## src/rtl/string_hash_bucket_index_assert.svh

```systemverilog
// Assertion helpers for the RTL (included by shbi_ctrl).
`ifndef STRING_HASH_BUCKET_INDEX_ASSERT_SVH
`define STRING_HASH_BUCKET_INDEX_ASSERT_SVH

// Same-cycle implication, gated off during reset.
`define SHBI_ASSERT_IMPL(label, clk, rst_n, pre, post) \
  label: assert property (@(posedge clk) disable iff (!rst_n) (pre) |-> (post)) \
    else $error("shbi assertion failed");

// Next-cycle implication, gated off during reset.
`define SHBI_ASSERT_NEXT(label, clk, rst_n, pre, post) \
  label: assert property (@(posedge clk) disable iff (!rst_n) (pre) |=> (post)) \
    else $error("shbi assertion failed");

`endif

```

## src/rtl/shbi_pkg.sv

```systemverilog
`timescale 1ns / 1ps
package shbi_pkg;

  localparam int HashW = 32;
  localparam int ByteW = 8;
  localparam int DataW = 32;
  localparam int AddrW = 3;
  localparam int CntW  = $clog2(HashW);

  localparam int MixShl = 10;
  localparam int MixShr = 6;
  localparam int FinShl0 = 3;
  localparam int FinShr = 11;
  localparam int FinShl1 = 15;

  localparam logic [DataW-1:0] TableSizeRst = 32'd1;
  // word index of the table_size register (paddr[2])
  localparam logic RegTableSize = 1'b0;

  typedef struct packed {
    logic mix_en;
    logic fin_en;
    logic div_step;
    logic load_out;
  } dp_cmd_t;

  typedef struct packed {
    logic div_last;
  } dp_sts_t;

  function automatic logic [HashW-1:0] mix_byte(input logic [HashW-1:0] h_in,
                                                input logic [ByteW-1:0] b);
    logic [HashW-1:0] h;
    h = h_in + {{(HashW-ByteW){1'b0}}, b};
    h = h + (h << MixShl);
    h = h ^ (h >> MixShr);
    return h;
  endfunction

  function automatic logic [HashW-1:0] finalize(input logic [HashW-1:0] h_in);
    logic [HashW-1:0] h;
    h = h_in + (h_in << FinShl0);
    h = h ^ (h >> FinShr);
    h = h + (h << FinShl1);
    return h;
  endfunction

endpackage

```

## src/rtl/shbi_dp.sv

```systemverilog
`timescale 1ns / 1ps
module shbi_dp (
  input  logic                         clk,
  input  logic                         rst_n,
  input  shbi_pkg::dp_cmd_t            cmd,
  input  logic [shbi_pkg::ByteW-1:0]   in_key_byte,
  input  logic [shbi_pkg::DataW-1:0]   table_size,
  output shbi_pkg::dp_sts_t            sts,
  output logic [shbi_pkg::HashW-1:0]   out_hash_value,
  output logic [shbi_pkg::HashW-1:0]   out_bucket_index
);

  localparam logic [shbi_pkg::CntW-1:0] DivLast = shbi_pkg::CntW'(shbi_pkg::HashW - 1);

  logic [shbi_pkg::HashW-1:0] acc_r;
  logic [shbi_pkg::HashW-1:0] hash_r;
  logic [shbi_pkg::HashW-1:0] dvd_r;
  logic [shbi_pkg::HashW-1:0] rem_r;
  logic [shbi_pkg::HashW-1:0] rem_nxt;
  logic [shbi_pkg::CntW-1:0]  cnt_r;
  logic [shbi_pkg::HashW-1:0] out_hash_r;
  logic [shbi_pkg::HashW-1:0] out_bucket_r;
  logic [shbi_pkg::HashW-1:0] fin_hash;
  logic [shbi_pkg::HashW:0]   rem_shift;
  logic [shbi_pkg::HashW:0]   rem_diff;

  assign fin_hash = shbi_pkg::finalize(acc_r);

  // restoring divider, one quotient bit per step
  always_comb begin
    rem_shift = {rem_r, dvd_r[shbi_pkg::HashW-1]};
    rem_diff  = rem_shift - {1'b0, table_size};
    if (!rem_diff[shbi_pkg::HashW]) begin
      rem_nxt = rem_diff[shbi_pkg::HashW-1:0];
    end else begin
      rem_nxt = rem_shift[shbi_pkg::HashW-1:0];
    end
  end

  always_ff @(posedge clk) begin
    if (!rst_n) begin
      acc_r <= '0;
    end else if (cmd.fin_en) begin
      acc_r <= '0;
    end else if (cmd.mix_en) begin
      acc_r <= shbi_pkg::mix_byte(acc_r, in_key_byte);
    end
  end

  always_ff @(posedge clk) begin
    if (cmd.fin_en) begin
      hash_r <= fin_hash;
      dvd_r  <= fin_hash;
      rem_r  <= '0;
      cnt_r  <= '0;
    end else if (cmd.div_step) begin
      dvd_r  <= dvd_r << 1;
      rem_r  <= rem_nxt;
      cnt_r  <= cnt_r + 1'b1;
    end
    if (cmd.load_out) begin
      out_hash_r   <= hash_r;
      // zero table size: no reduction
      out_bucket_r <= (table_size == '0) ? hash_r : rem_r;
    end
  end

  assign sts.div_last     = (cnt_r == DivLast);
  assign out_hash_value   = out_hash_r;
  assign out_bucket_index = out_bucket_r;

endmodule

```

## src/rtl/shbi_ctrl.sv

```systemverilog
`timescale 1ns / 1ps
`include "string_hash_bucket_index_assert.svh"
module shbi_ctrl (
  input  logic                clk,
  input  logic                rst_n,
  input  logic                in_valid,
  input  logic                in_byte_present,
  input  logic                in_key_end,
  output logic                in_stall,
  output logic                out_valid,
  input  logic                out_stall,
  input  shbi_pkg::dp_sts_t   sts,
  output shbi_pkg::dp_cmd_t   cmd
);

  typedef enum logic [3:0] {
    S_IDLE = 4'b0001,
    S_FIN  = 4'b0010,
    S_DIV  = 4'b0100,
    S_DONE = 4'b1000
  } state_t;

  state_t state_r;
  state_t state_nxt;
  logic   out_valid_r;
  logic   out_valid_nxt;
  logic   in_accept;
  logic   out_take;
  logic   out_free;

  assign in_accept = in_valid && (state_r == S_IDLE);
  assign out_take  = out_valid_r && !out_stall;
  assign out_free  = !out_valid_r || out_take;

  always_comb begin
    cmd.mix_en   = in_accept && in_byte_present;
    cmd.fin_en   = (state_r == S_FIN);
    cmd.div_step = (state_r == S_DIV);
    cmd.load_out = (state_r == S_DONE) && out_free;
  end

  always_comb begin
    state_nxt = state_r;
    unique case (state_r)
      S_IDLE: begin
        if (in_accept && in_key_end) state_nxt = S_FIN;
      end
      S_FIN: begin
        state_nxt = S_DIV;
      end
      S_DIV: begin
        if (sts.div_last) state_nxt = S_DONE;
      end
      S_DONE: begin
        if (out_free) state_nxt = S_IDLE;
      end
      default: state_nxt = S_IDLE;
    endcase
  end

  always_comb begin
    out_valid_nxt = out_valid_r;
    if (cmd.load_out) begin
      out_valid_nxt = 1'b1;
    end else if (out_take) begin
      out_valid_nxt = 1'b0;
    end
  end

  always_ff @(posedge clk) begin
    if (!rst_n) begin
      state_r     <= S_IDLE;
      out_valid_r <= 1'b0;
    end else begin
      state_r     <= state_nxt;
      out_valid_r <= out_valid_nxt;
    end
  end

  assign in_stall  = (state_r != S_IDLE);
  assign out_valid = out_valid_r;

  `SHBI_ASSERT_NEXT(a_end_starts_fin, clk, rst_n, in_valid && !in_stall && in_key_end, state_r == S_FIN)
  `SHBI_ASSERT_NEXT(a_fin_then_div, clk, rst_n, state_r == S_FIN, state_r == S_DIV)
  `SHBI_ASSERT_NEXT(a_div_ends, clk, rst_n, state_r == S_DIV && sts.div_last, state_r == S_DONE)
  `SHBI_ASSERT_NEXT(a_done_loads, clk, rst_n, state_r == S_DONE && !out_valid_r, out_valid_r && state_r == S_IDLE)

endmodule

```

## src/rtl/string_hash_bucket_index.sv

```systemverilog
`timescale 1ns / 1ps
// One-at-a-time string hash with bucket selection.
// Input channel (in_valid/in_stall): one key byte per word; in_byte_present
// marks a real byte, in_key_end marks the last word of a key. A word with no
// byte and no end changes nothing; an end word with no byte closes the key.
// Output channel (out_valid/out_stall): one word per key with the 32-bit
// hash and hash modulo table_size (the hash itself when table_size is 0).
// Throughput: bytes inside a key are taken one per cycle. After a key end
// word the input stalls through the finalize step, the bit-serial restoring
// divider (one remainder bit per cycle) and the load of the output register.
// out_valid rises as the block returns to idle, when the next input word can
// be taken. A result waiting on out_stall does not block new bytes; only the
// next key end waits (in the load cycle) until the output register frees up.
// table_size is written over the APB port (address 0); the user must write it
// only while idle; the block does not enforce this. Reset value is 1. Reset
// clears the accumulator and both handshakes.
module string_hash_bucket_index (
  input  logic                          clk,
  input  logic                          rst_n,
  input  logic                          in_valid,
  output logic                          in_stall,
  input  logic [shbi_pkg::ByteW-1:0]    in_key_byte,
  input  logic                          in_byte_present,
  input  logic                          in_key_end,
  output logic                          out_valid,
  input  logic                          out_stall,
  output logic [shbi_pkg::HashW-1:0]    out_hash_value,
  output logic [shbi_pkg::HashW-1:0]    out_bucket_index,
  input  logic                          psel,
  input  logic                          penable,
  input  logic                          pwrite,
  input  logic [shbi_pkg::AddrW-1:0]    paddr,
  input  logic [shbi_pkg::DataW-1:0]    pwdata,
  output logic [shbi_pkg::DataW-1:0]    prdata,
  output logic                          pready
);

  logic [shbi_pkg::DataW-1:0] table_size_r;
  shbi_pkg::dp_cmd_t          cmd;
  shbi_pkg::dp_sts_t          sts;

  assign pready = 1'b1;

  always_ff @(posedge clk) begin
    if (!rst_n) begin
      table_size_r <= shbi_pkg::TableSizeRst;
    end else if (psel && penable && pwrite && pready &&
                 paddr[2] == shbi_pkg::RegTableSize) begin
      table_size_r <= pwdata;
    end
  end

  assign prdata = (paddr[2] == shbi_pkg::RegTableSize) ? table_size_r : '0;

  shbi_ctrl u_ctrl (
    .clk             (clk),
    .rst_n           (rst_n),
    .in_valid        (in_valid),
    .in_byte_present (in_byte_present),
    .in_key_end      (in_key_end),
    .in_stall        (in_stall),
    .out_valid       (out_valid),
    .out_stall       (out_stall),
    .sts             (sts),
    .cmd             (cmd)
  );

  shbi_dp u_dp (
    .clk              (clk),
    .rst_n            (rst_n),
    .cmd              (cmd),
    .in_key_byte      (in_key_byte),
    .table_size       (table_size_r),
    .sts              (sts),
    .out_hash_value   (out_hash_value),
    .out_bucket_index (out_bucket_index)
  );

endmodule

```

## config.mk

```make
export PLATFORM = sky130hd
export DESIGN_NAME = string_hash_bucket_index
export DESIGN_NICKNAME = d
export VERILOG_FILES = /design/src/rtl/shbi_pkg.sv /design/src/rtl/shbi_dp.sv /design/src/rtl/shbi_ctrl.sv /design/src/rtl/string_hash_bucket_index.sv
export VERILOG_INCLUDE_DIRS = /design/src /design/src/rtl
export SDC_FILE = /design/constraint.sdc
export NUM_CORES = 1
export LEC_CHECK = 0
export BUFFER_PORTS_ARGS = -buffer_cell sky130_fd_sc_hd__buf_2
export CORE_MARGIN = 2
export CORE_UTILIZATION = 55
export CTS_BUF_LIST = sky130_fd_sc_hd__clkbuf_4 sky130_fd_sc_hd__clkbuf_8
export CTS_CLUSTER_SIZE = 24
export DETAILED_ROUTE_END_ITERATION = 10
export PLACE_DENSITY = 0.75
export SETUP_SLACK_MARGIN = 0.2
export SLEW_MARGIN = 5
export SYNTH_ARGS = -nofsm -noshare
export SYNTH_HDL_FRONTEND = slang
export SYNTH_SLANG_ARGS = --single-unit
export TNS_END_PERCENT = 5
```

## constraint.sdc

```tcl
create_clock -name clk -period 9.65 [get_ports clk]
set_input_delay 0.965 -clock clk [delete_from_list [all_inputs] [get_ports clk]]
set_output_delay 0.965 -clock clk [all_outputs]
set_load 0.005 [all_outputs]
```

==> metrics.md, run 1 <==
| Metric | Value |
|---|---|
| Leakage | 7.294 nW |
| Post-route setup slack | 3.825 ns |
| Clk buf depth | 3 |
| Post-Syn Nets | 1727 |
| Slew Limit Headroom | 26.19% |
| Avg WL per Cell | 17.85 um |
| Worst Hold Class | register to register |
| Final period util | 60.36% |
| Ys flop type | edfxtp_1 |
| Register area share after synthesis | 40.39% |
| Main area contributors after synthesis | edfxtp_1 (26%), dfxtp_1 (14%), ha_1 (9.1%) |
| DP Cell Count | 2003 |
| # diodes | 0 |
| RSZ-0062 raised after global routing | false |
| Crit path required time | 9.92 ns |
| CORE AREA | 26210 um2 |
| Top cell type's share of synthesized area | 26.02% |
| Top fanout value on the critical path | 4 |
| Setup bufs post-CTS | 0 |
| Die Wd | 167.9 um |
| Mapped cell area | 14770 um2 |
| Starting Density | 56.37% |
| Final worst path period need | 5.825 ns |
| CP startpoint kind | register |
| Die ar. | 28180 um2 |
| Synth cell types | 81 |
| Initial DRC Count | 822 |
| HPWL after DPL | 28260 um |
| Final #Nets | 1875 |
| Fraction of layout cells with a size suffix above 1 | 17.27% |
| Most frequent cell after synthesis | nand2_1 |
| H-tree depth | 2 |
| Syn_area_per_cell | 9.451 um2 |
| Pre-CTS WS | 3.493 ns |
| Die height | 167.9 um |
| CTS Buf Count | 41 |
| GRT Overall Usage | 25.87% |
| Synth cell count leaders | nand2_1 (237), edfxtp_1 (128), nor2_1 (108) |
| Crit Path Class | register to register |
| DRC errors left | 0 |
| Least-Margin Pin Slew | 1.106 ns |
| TNS Setup | 0 ns |
| Asr flop ratio synth | 0% |
| Hold Vio Cnt, Final | 0 |
| Port Buf Inserts | 147 |
| Post-CTS sizing | 0 |
| CP endpoint kind | register |
| P&R area growth vs syn | 12.79% |
| # rows | 59 |
| Final setup vio count | 0 |
| Clock transition at path regs | 0.06 ns |
| Worst vdd ir | 0.2772 mV |
| Number of global-route vias before repair | 11.47k |
| EDFF count, synth | 128 |
| Critical Path Max Stage Delay | 0.46 ns |
| PD cells | 367.5 nW/um2 |
| Critical path arrival | 6.10 ns |
| Final wirelength | 37090 um |
| Placer Congestion | 0.9176 |
| First-pass GRT wire length | 58540 um |
| Synthesized flop and latch total | 234 |
| Status | finished, final reports clean |
| Slowest-stage cell, CP | xor2_1 |
| Synthesis Warnings | 0 |
| Synth area leader | edfxtp_1 |
| Via count | 11.95k |
| Post-CTS Hold Buffers | 0 |
| WHS Path Cells | 0 |
| Clock Sinks | 234 |
| Final Non-Filler Cells | 2078 |
| Clk_lat worst skew | 0.56 ns |
| Max-cap violations | 0 |
| Cell Chain, Critical Path | ha_1 -> inv_1 -> fa_1 -> nand2b_1 -> a21oi_1 -> o21ai_0 -> and2_1 -> o21ai_0 -> xor2_1 -> xor2_1 -> ha_1 -> fa_1 -> a21o_1 -> a21oi_1 -> nor2b_1 -> o221ai_1 -> nor2_1 -> a211oi_1 -> o2bb2ai_1 -> xnor3_1 -> mux2_2 |
| Final ANT Viol Nets | 0 |
| Synth Instances | 1563 |
| Clk root buf | clkbuf_8 |
| R2r worst-path depth | 21 |
| F_max | 171.7 MHz |
| CTS tree | built |
| Drt pass-1 iters | 5 |
| Final Max Tran Viols | 0 |
| Final clock skew | 0.03542 ns |
| Initial antenna violation count | 0 |
| Vias per std cell | 5.749 |
| Io pins | 151 |
| Total gr overflow | 0 |
| Largest net degree at the start of global routing | 65 |
==> layer usage <==
layer	vias up	routed length, um	global-route usage, %
met4	0	1491	11.30
met3	103	2008	3.949
li1	5880	-	-
met2	373	18090	44.84
met5	-	0	0
met1	5590	15500	32.11
==> cell type report <==
class,count,area [um2]
fillers,2199,9545
multi-input cells,1206,8325
flip-flops and latches,234,5966
repair buffers,158,818.3
clock buffers,61,726.9
well taps,335,419.2
inverters,70,262.8
clock inverters,14,142.6
==> final timing paths <==
check | slack (ns) | start | to
hold / removal | 0.44 | u_dp.hash_r[12] | u_dp.out_hash_value[12]
hold reg to reg | 0.44 | u_dp.hash_r[12] | u_dp.out_hash_value[12]
setup reg to reg | 3.83 | u_dp.acc_r[0] | u_dp.dvd_r[31]
setup / recovery | 3.83 | u_dp.acc_r[0] | u_dp.dvd_r[31]
==> metrics by stage <==
step | utilization, % | total power [mW] | cell area [um2] | hold slack [ns]
floorplan | - | 4.380 | 14770 | 0.4204
global placement | 60.26 | 5.045 | 15790 | 0.4268
detailed placement | 60.26 | 5.131 | 15790 | 0.4278
CTS | 63.58 | 6.111 | 16660 | 0.4427
global route | 63.58 | 6.531 | 16660 | 0.4480
finish | 63.58 | 6.123 | 16660 | 0.4401
==> power by group <==
| group | internal (mW) | switching [mW] | leakage [nW] |
|---|---|---|---|
| clock | 0.564 | 0.403 | 0.466 |
| combinational | 1.54 | 2.16 | 4.81 |
| sequential | 1.30 | 0.147 | 2.02 |
==> registers in the layout (all words and copies together) (netlist names) <==
register and count:
u_ctrl.out_valid 1, u_dp.acc_r 32, u_dp.dvd_r 32, table_size_r 32, u_ctrl.state_r 4, u_dp.out_hash_value 32
u_dp.hash_r 32, u_dp.out_bucket_index 32, u_dp.rem_r 32, u_dp.cnt_r 5
==> layout by cell type, fill, tap and decap left out, types with 18 or more instances in the layout <==
| cell | synthesis | layout |
|---|---|---|
| clkbuf_4 | 0 | 18 |
| mux2i_1 | 26 | 26 |
| xnor2_1 | 100 | 100 |
| inv_1 | 70 | 69 |
| o21ai_0 | 45 | 45 |
| a211oi_1 | 24 | 24 |
| buf_2 | 3 | 147 |
| a21o_1 | 49 | 49 |
| a21boi_0 | 38 | 38 |
| nand3_1 | 27 | 27 |
| o21ai_1 | 26 | 26 |
| nor2_1 | 108 | 106 |
| edfxtp_1 | 128 | 128 |
| nand2_1 | 237 | 237 |
| a21oi_1 | 107 | 106 |
| dfxtp_1 | 106 | 106 |
| xor2_1 | 63 | 63 |
| mux2_2 | 39 | 39 |
| ha_1 | 107 | 107 |
| clkbuf_8 | 0 | 43 |
==> critical path: cells and delay by family (launching register included) <==
kind | cells | cell delay [ns]
xor gates and xnor gates | 3 | 0.96
buffers and inverters | 1 | 0.07
muxes | 1 | 0.32
adders and majority gates | 4 | 1.31
and+or+nand+nor | 4 | 0.55
AOI/OAI and AO/OA | 8 | 1.91
DFF | 1 | 0.45
==> kinds of logic (layout without fill, tap and decap cells) <==
kind of cell | count (synthesis) | in the layout | synth area share [%]
other | 1 | 1 | 0.02539
muxes | 65 | 65 | 4.735
AOI/OAI and AO/OA | 379 | 379 | 16.88
adders and majority gates | 112 | 112 | 9.741
xor gates and xnor gates | 167 | 167 | 10.27
DFF | 234 | 234 | 40.39
buffers and inverters | 123 | 303 | 3.473
and+or+nand+nor | 482 | 482 | 14.49
(Power assumes the default switching activity.)
==> inputs of run 2 (changes only) <==
--- a/config.mk
+++ b/config.mk
@@ -6,13 +6,14 @@
 export SDC_FILE = /design/constraint.sdc
 export NUM_CORES = 1
 export LEC_CHECK = 0
+export ABC_AREA = 1
 export BUFFER_PORTS_ARGS = -buffer_cell sky130_fd_sc_hd__buf_2
 export CORE_MARGIN = 2
 export CORE_UTILIZATION = 55
 export CTS_BUF_LIST = sky130_fd_sc_hd__clkbuf_4 sky130_fd_sc_hd__clkbuf_8
 export CTS_CLUSTER_SIZE = 24
 export DETAILED_ROUTE_END_ITERATION = 10
-export PLACE_DENSITY = 0.75
+export PLACE_DENSITY = 0.78
 export SETUP_SLACK_MARGIN = 0.2
 export SLEW_MARGIN = 5
 export SYNTH_ARGS = -nofsm -noshare
==> constraint.sdc (replaced) <==
create_clock -name clk -period 4.7 [get_ports clk]
set_input_delay 0.47 -clock clk [delete_from_list [all_inputs] [get_ports clk]]
set_output_delay 0.47 -clock clk [all_outputs]
set_load 0.005 [all_outputs]
==> run 2 against run 1 <==
Compared with the run above:
- sequential power grew 110%
- sequential share of layout area shrank 3.2 points
- die area rose by 8.5%
- clock power rose by 120%
- highest routed layer unchanged
- synthesized area rose by 8.7%
- power increased by 130%
- first-iteration DRC count is 47% higher
- non-clock buffer count grew 16
- routed wire length up 24%
- global-route usage is 4.1 points higher
- final cell count rose by 32%
- worst hold slack lost 0.31 ns
==> metrics.md, run 2 <==
| Metric | Value |
|---|---|
| Synth area leader | edfxtp_1 |
| FF-to-FF Start | u_dp.acc_r[0] |
| Clock transition at path regs | 0.06 ns |
| Largest net degree at the start of global routing | 65 |
| CTS tree | built |
| Initial DRC Count | 1211 |
| Post-route setup slack | 0.3844 ns |
| Register area share after synthesis | 37.14% |
| Asr flop ratio synth | 0% |
| Total gr overflow | 0 |
| DRC errors left | 0 |
| Number of global-route vias before repair | 14.13k |
| CP startpoint kind | register |
| EDFF count, synth | 128 |
| Final ANT Viol Nets | 0 |
| GRT Overall Usage | 29.94% |
| Synth Instances | 2162 |
| Placer Congestion | 1.013 |
| Die height | 174.9 um |
| Slew Limit Headroom | 42.06% |
| Clk buf depth | 3 |
| PD cells | 756.5 nW/um2 |
| RSZ-0062 raised after global routing | true |
| Worst vdd ir | 0.4653 mV |
| HPWL after DPL | 36400 um |
| Final worst path period need | 4.316 ns |
| WHS Path Cells | 3 |
| Area share of and/or/nand/nor cells after synthesis | 25.92% |
| Adder-Cell Fraction of Synth Area | 8.958% |
| Top fanout value on the critical path | 4 |
| # diodes | 0 |
| Final #Nets | 2497 |
| Pre-CTS WS | 0.3245 ns |
| TNS Setup | 0 ns |
| Reg-to-Reg End | u_dp.hash_r[29] |
| Main combinational cell family by area after synthesis | simple AND/OR/NAND/NOR gates |
| Drt pass-1 iters | 6 |
| R2R Setup Slk | 0.38 ns |
| Busiest layer in global routing | met2 |
| Ys flop type | edfxtp_1 |
| Die Wd | 174.9 um |
| Syn_area_per_cell | 7.430 um2 |
| Vias per std cell | 5.515 |
| CTS Buf Count | 41 |
| Final wirelength | 46140 um |
| H-tree depth | 2 |
| HP Start | pwdata[0] |
| Most frequent cells in the layout | nand2_1 (591), inv_1 (265), a21oi_1 (171) |
| Compound-Gate Fraction of Synth Area | 13.11% |
| Synthesized flop and latch total | 234 |
| Io pins | 151 |
| Fillers | 2565 |
| First-pass GRT wire length | 72700 um |
| CP endpoint kind | register |
| Leakage | 8.873 nW |
| Final period util | 91.82% |
| Post-Syn Nets | 2326 |
| Worst Hold Class | input pin to register |
| Crit Path Class | register to register |
| Top cell type's share of synthesized area | 23.93% |
| R2r worst-path depth | 24 |
| Critical path arrival | 4.64 ns |
| Least-Margin Pin Slew | 0.8691 ns |
| Clk root buf | clkbuf_8 |
| Mapped cell area | 16060 um2 |
| Most common cell after layout, fill and taps aside | nand2_1 |
| # rows | 62 |
| Max-cap violations | 0 |
| Hold path endpoint | table_size_r[0] |
| Crit path required time | 5.02 ns |
| Fraction of layout cells with a size suffix above 1 | 12.98% |
| Routing usage on met2 | 51.84% |
| Clk_lat worst skew | 0.57 ns |
| Synth cell count leaders | nand2_1 (591), inv_1 (265), a21oi_1 (173) |
| Starting Density | 55.96% |
| P&R area growth vs syn | 13.90% |
| Final setup vio count | 0 |
| Avg WL per Cell | 16.79 um |
| Most frequent cell after synthesis | nand2_1 |
| Clock Sinks | 234 |
| Synth cell types | 54 |
| Met1 Usage GRT | 37.61% |
| Final Max Tran Viols | 0 |
| Storage cell area | 5966 um2 |
| Area of the multi-input gates | 8956 um2 |
| Hold Vio Cnt, Final | 0 |
| Port Buf Inserts | 147 |
| Final clock skew | 0.03724 ns |
| Synthesis Warnings | 0 |
| F_max | 231.7 MHz |
| GR Layer Usage met3 | 3.351% |
| Mux share of post-synthesis cell area | 0.5608% |
| Via count | 15.16k |
| Area share of xor/xnor cells in the synthesized design | 6.481% |
| Main area contributors after synthesis | edfxtp_1 (24%), nand2_1 (14%), dfxtp_1 (13%) |
| Status | finished, final reports clean |
| CORE AREA | 28700 um2 |
| Die ar. | 30590 um2 |
| Initial antenna violation count | 0 |
run 2: cell types whose count changed after synthesis, moves of 59 or more:
cell and delta:
o21ai_0 +85, nor2_1 +59, nand2_1 +354, a21oi_1 +66, nand3_1 +92, xnor2_1 -71
inv_1 +195
run 2: worst max-delay path by stage:
stage	from	end	slack, ns	depth (start not counted)
global route	u_dp.acc_r[0]	u_dp.dvd_r[29]	0.14	25
floorplan	u_ctrl.state_r[1]	u_dp.out_bucket_index[0]	0.52	3
finish	u_dp.acc_r[0]	u_dp.hash_r[29]	0.38	24
detailed placement	in_key_byte[0]	u_dp.acc_r[11]	0.32	18
CTS	u_dp.acc_r[0]	u_dp.hash_r[29]	0.35	26
global placement	in_key_byte[0]	u_dp.acc_r[11]	0.37	18
run 2: timing repair:
| item | CTS | global route |
|---|---|---|
| buffers inserted | 0 | 1 |
| hold buffers | 0 | 0 |
| endpoints found under the setup margin | 0 | 21 |
| hold endpoints to repair | 0 | 0 |
| resized for setup | 0 | 16 |
run 2: per-layer routing:
metal | routed length [um] | vias to the layer above
met5 | 0 | -
met4 | 2098 | 0
met3 | 3187 | 123
met2 | 22080 | 630
met1 | 18770 | 6915
li1 | - | 7492
run 2: cells by family after synthesis:
family | count (synthesis)
and+or+nand+nor | 984
other | 1
AOI/OAI and AO/OA | 386
adders and majority gates | 112
xor gates and xnor gates | 118
buffers and inverters | 319
muxes | 8
DFF | 234
run 2: critical path: stages, from the launching register on:
cell and delay, ns:
dfxtp_1 0.38, ha_1 0.19, inv_1 0.06, fa_1 0.39, inv_1 0.09, nand3_1 0.06, nand2_1 0.13, nand2_1 0.08
nand2_2 0.11, xor2_1 0.29, xor2_1 0.30, inv_1 0.12, ha_1 0.25, fa_1 0.41, nand2_1 0.10, nand2_1 0.05
o21ai_0 0.13, o21ai_1 0.14, nand2_1 0.08, nand2_1 0.11, inv_1 0.08, o21bai_1 0.10, a21oi_1 0.19, nand2_1 0.09
and2_1 0.16
run 2: final cells by class:
cell class | count | share of cell area, %
Multi-Input combinational cell | 1609 | 48.95
Sequential cell | 234 | 32.61
Inverter | 273 | 5.601
Timing Repair Buffer | 174 | 5.129
Clock buffer | 54 | 3.857
Tap cell | 384 | 2.626
Clock inverter | 21 | 1.231
run 2: report_power, final:
part | switching [mW] | leakage [nW] | total (mW) | internal, mW
Combinational | 5.77 | 6.36 | 8.64 | 2.87
Clock | 0.883 | 0.484 | 2.10 | 1.22
Sequential | 0.334 | 2.03 | 3.10 | 2.77
Total | 6.99 | 8.87 | 13.8 | 6.85
run 2: stage by stage:
stage / power, mW / std cells / utilization, % / hold WS [ns] / area, um2
floorplan: 9.339 / 2162 / - / 0.4204 / 16060
global placement: 11.30 / 2673 / 60.17 / 0.4291 / 17270
detailed placement: 11.46 / 2673 / 60.17 / 0.4358 / 17270
CTS: 13.61 / 2748 / 63.41 / 0.1081 / 18200
global route: 14.90 / 2749 / 63.74 / 0.1222 / 18300
finish: 13.84 / 2749 / 63.74 / 0.1284 / 18300
==> inputs of run 3 (changes only) <==
--- a/config.mk
+++ b/config.mk
@@ -18,5 +18,6 @@
 export SLEW_MARGIN = 5
 export SYNTH_ARGS = -nofsm -noshare
 export SYNTH_HDL_FRONTEND = slang
+export SYNTH_HIERARCHICAL = 1
 export SYNTH_SLANG_ARGS = --single-unit
 export TNS_END_PERCENT = 5
==> run 3 against run 2 <==
Compared with the run above:
- clock power shrank 4%
- global-route usage decreased by 0.65 points
- die area grew 2.3%
- flip-flop and latch count stayed put
- critical path depth decreased by 3
- utilization is 1.4 points lower
- design area increased by 0.76%
- routed wire length grew 0.61%
- via count grew 3.1%
- synthesized cell count up 6.3%
- largest power group unchanged
- register-to-register slack improved by 0.07 ns
- first-iteration DRC count is 18% higher
- highest routed layer unchanged
==> metrics.md, run 3 <==
| Metric | Value |
|---|---|
| PD cells | 801.1 nW/um2 |
| # rows | 63 |
| Vias per std cell | 5.448 |
| Mapped cell area | 16450 um2 |
| Main combinational cell family by area after synthesis | simple AND/OR/NAND/NOR gates |
| Final period util | 90.30% |
| Final wirelength | 46430 um |
| FF-to-FF Start | u_dp/acc_r[3] |
| Area share of and/or/nand/nor cells after synthesis | 29.29% |
| Largest net degree at the start of global routing | 67 |
| Initial DRC Count | 1430 |
| Crit-path most repeated cell | nand2_1 |
| Synth cell count leaders | nand2_1 (622), inv_1 (314), nor2_1 (253) |
| Critical path arrival | 4.69 ns |
| Synth area leader | edfxtp_1 |
| Synth Instances | 2298 |
| P_int | 7.095 mW |
| Synth cell types | 51 |
| Die Wd | 176.9 um |
| Crit Path Class | register to register |
| Io pins | 151 |
| Clock Sinks | 234 |
| Initial antenna violation count | 0 |
| Register area share after synthesis | 36.27% |
| Area share of xor/xnor cells in the synthesized design | 6.473% |
| CP startpoint kind | register |
| Logic pwr share | 64.7% |
| Total gr overflow | 0 |
| Fraction of layout cells with a size suffix above 1 | 11.57% |
| Main area contributors after synthesis | edfxtp_1 (23%), nand2_1 (14%), dfxtp_1 (13%) |
| Compound-Gate Fraction of Synth Area | 10.16% |
| GRT Overall Usage | 29.28% |
| Die ar. | 31310 um2 |
| R2r worst-path depth | 21 |
| Clk root buf | clkbuf_8 |
| Final Max Tran Viols | 0 |
| TNS Setup | 0 ns |
| Crit path required time | 5.14 ns |
| Critical Path Max Stage Delay | 0.40 ns |
| Drt pass-1 iters | 6 |
| Number of global-route vias before repair | 14.57k |
| Routing usage on met2 | 49.90% |
| P&R area growth vs syn | 12.08% |
| Seq pwr share | 21.7% |
| CP endpoint kind | register |
| Synthesized flop and latch total | 234 |
| Port Buf Inserts | 147 |
| Hold Vio Cnt, Final | 0 |
| Sw frac | 51.96% |
| Top fanout value on the critical path | 4 |
| CTS Buf Count | 42 |
| Max-cap violations | 0 |
| Clock transition at path regs | 0.06 ns |
| Most frequent cell after synthesis | nand2_1 |
| HPWL after DPL | 36280 um |
| Placer Congestion | 0.9651 |
| Post-Syn Nets | 2462 |
| Clk buf depth | 3 |
| Clock power frac | 13.6% |
| Final setup vio count | 0 |
| EDFF count, synth | 128 |
| Busiest layer in global routing | met2 |
| F_max | 235.6 MHz |
| Met1 Usage GRT | 35.70% |
| CORE AREA | 29560 um2 |
| Avg WL per Cell | 16.18 um |
| WHS Path Cells | 3 |
| Final ANT Viol Nets | 0 |
| Fillers | 2691 |
| R2R Setup Slk | 0.46 ns |
| RSZ-0062 raised after global routing | false |
| Syn_area_per_cell | 7.158 um2 |
| Clk_lat worst skew | 0.59 ns |
| First-pass GRT wire length | 72320 um |
| Starting Density | 55.64% |
| Final clock skew | 0.04261 ns |
| Final #Nets | 2610 |
| Leakage | 8.972 nW |
| DRC errors left | 0 |
| GR Layer Usage met3 | 3.909% |
| Die height | 176.9 um |
| Top cell type's share of synthesized area | 23.37% |
| Slowest-stage cell, CP | fa_1 |
| Most frequent cells in the layout | nand2_1 (620), inv_1 (312), nor2_1 (250) |
| Cell Chain, Critical Path | ha_1 -> fa_1 -> nand2_1 -> nand2_1 -> and2_1 -> a21oi_2 -> o21ai_1 -> xor2_1 -> xor2_1 -> ha_1 -> nor2_1 -> nand2_1 -> o21ai_0 -> o21ai_1 -> nand3_1 -> nand2_1 -> inv_1 -> o21ai_1 -> xor2_1 -> nand2_1 -> nand2_1 |
| Worst Hold Class | input pin to register |
| Ys flop type | edfxtp_1 |
| Mux share of post-synthesis cell area | 0% |
| Synthesis Warnings | 6 |
| Psw | 7.674 mW |
| WHS | 0.1032 ns |
| Hold path endpoint | table_size_r[0] |
| H-tree depth | 2 |
| Asr flop ratio synth | 0% |
| Slew Limit Headroom | 26.04% |
| Reg-to-Reg End | u_dp/dvd_r[24] |
| # diodes | 0 |
| Status | finished, final reports clean |
| Adder-Cell Fraction of Synth Area | 8.748% |
| Least-Margin Pin Slew | 1.108 ns |
| CTS tree | built |
| Via count | 15.64k |
| HP Start | pwdata[0] |
| Most common cell after layout, fill and taps aside | nand2_1 |
| Overall power | 14.77 mW |
| Worst vdd ir | 0.5723 mV |
| Final worst path period need | 4.244 ns |
run 3: changes by cell type in the layout (fill, tap and decap cells not counted), sizes merged, moves of 11 or more:
cell | before | now
buf | 174 | 159
nor2 | 169 | 262
inv | 270 | 321
o21bai | 24 | 13
nand2 | 598 | 631
a21oi | 173 | 122
o21ai | 150 | 136
nand3 | 129 | 166
run 3: through the flow:
stage          util [%]  instance area, um2  instances  worst slack, ns
2_1_floorplan         -               16450       2298            1.038
3_3_place_gp      59.18               17490       2792           0.5283
3_5_place_dp      59.18               17490       2792           0.4197
4_1_cts           62.15               18370       2870           0.3909
5_1_grt           62.37               18440       2870           0.1728
6_report          62.37               18440       2870           0.4561
run 3: repair_timing:
| action | 4_1_cts | 5_1_grt |
|---|---|---|
| setup buffers | 0 | 0 |
| gates resized for setup | 0 | 15 |
| hold buffers | 0 | 0 |
| setup endpoints to repair | 0 | 9 |
run 3: critical path: cells and delay by family, from the launching register on:
| family | cells | cell delay, ns |
|---|---|---|
| buffers and inverters | 1 | 0.07 |
| xor gates and xnor gates | 3 | 0.92 |
| and+or+nand+nor | 9 | 0.86 |
| AOI/OAI and AO/OA | 5 | 0.98 |
| DFF | 1 | 0.36 |
| adders and majority gates | 3 | 0.88 |
run 3: per-layer routing:
| metal | share of wire [%] | up-vias |
|---|---|---|
| li1 | - | 7740 |
| met4 | 5.8 | 0 |
| met5 | 0 | - |
| met3 | 6.6 | 158 |
| met2 | 47 | 605 |
| met1 | 41 | 7132 |
run 3: cells by family (layout without fill, tap and decap cells):
logic type	Yosys count	count (layout)
xor gates and xnor gates	119	119
buffers and inverters	376	558
and+or+nand+nor	1149	1149
AOI/OAI and AO/OA	307	307
adders and majority gates	112	112
DFF	234	234
other	1	1
run 3: worst max-delay path by stage:
stage | start | endpoint | slack, ns | depth (start not counted)
after floorplan | u_dp/acc_r[0] | u_dp/hash_r[29] | 1.04 | 23
after global placement | u_dp/acc_r[0] | u_dp/hash_r[29] | 0.53 | 24
after global routing | u_dp/acc_r[12] | u_dp/dvd_r[29] | 0.17 | 28
final | u_dp/acc_r[3] | u_dp/dvd_r[24] | 0.46 | 21
after detailed placement | u_dp/acc_r[3] | u_dp/dvd_r[29] | 0.42 | 25
after CTS | u_dp/acc_r[3] | u_dp/dvd_r[29] | 0.39 | 25
run 3: cell type report:
cell class / count / area (um2) / share of cell area [%]
multi-input combinational: 1688 / 9067 / 49.19
sequential: 234 / 5972 / 32.39
inverter: 321 / 1205 / 6.536
clock buffer: 61 / 726.9 / 3.943
clock inverter: 17 / 150.1 / 0.8144
tap: 390 / 488.0 / 2.647
timing repair buffer: 159 / 825.8 / 4.479
run 3: power groups by stage:
stage / registers (mW) / logic, mW / clock network (mW)
5_1_grt: 3.25 / 10.9 / 2.12
2_1_floorplan: 3.09 / 7.02 / 0
4_1_cts: 3.19 / 9.32 / 2.04
3_3_place_gp: 3.21 / 9.09 / 0
6_report: 3.21 / 9.56 / 2.01
3_5_place_dp: 3.23 / 9.25 / 0
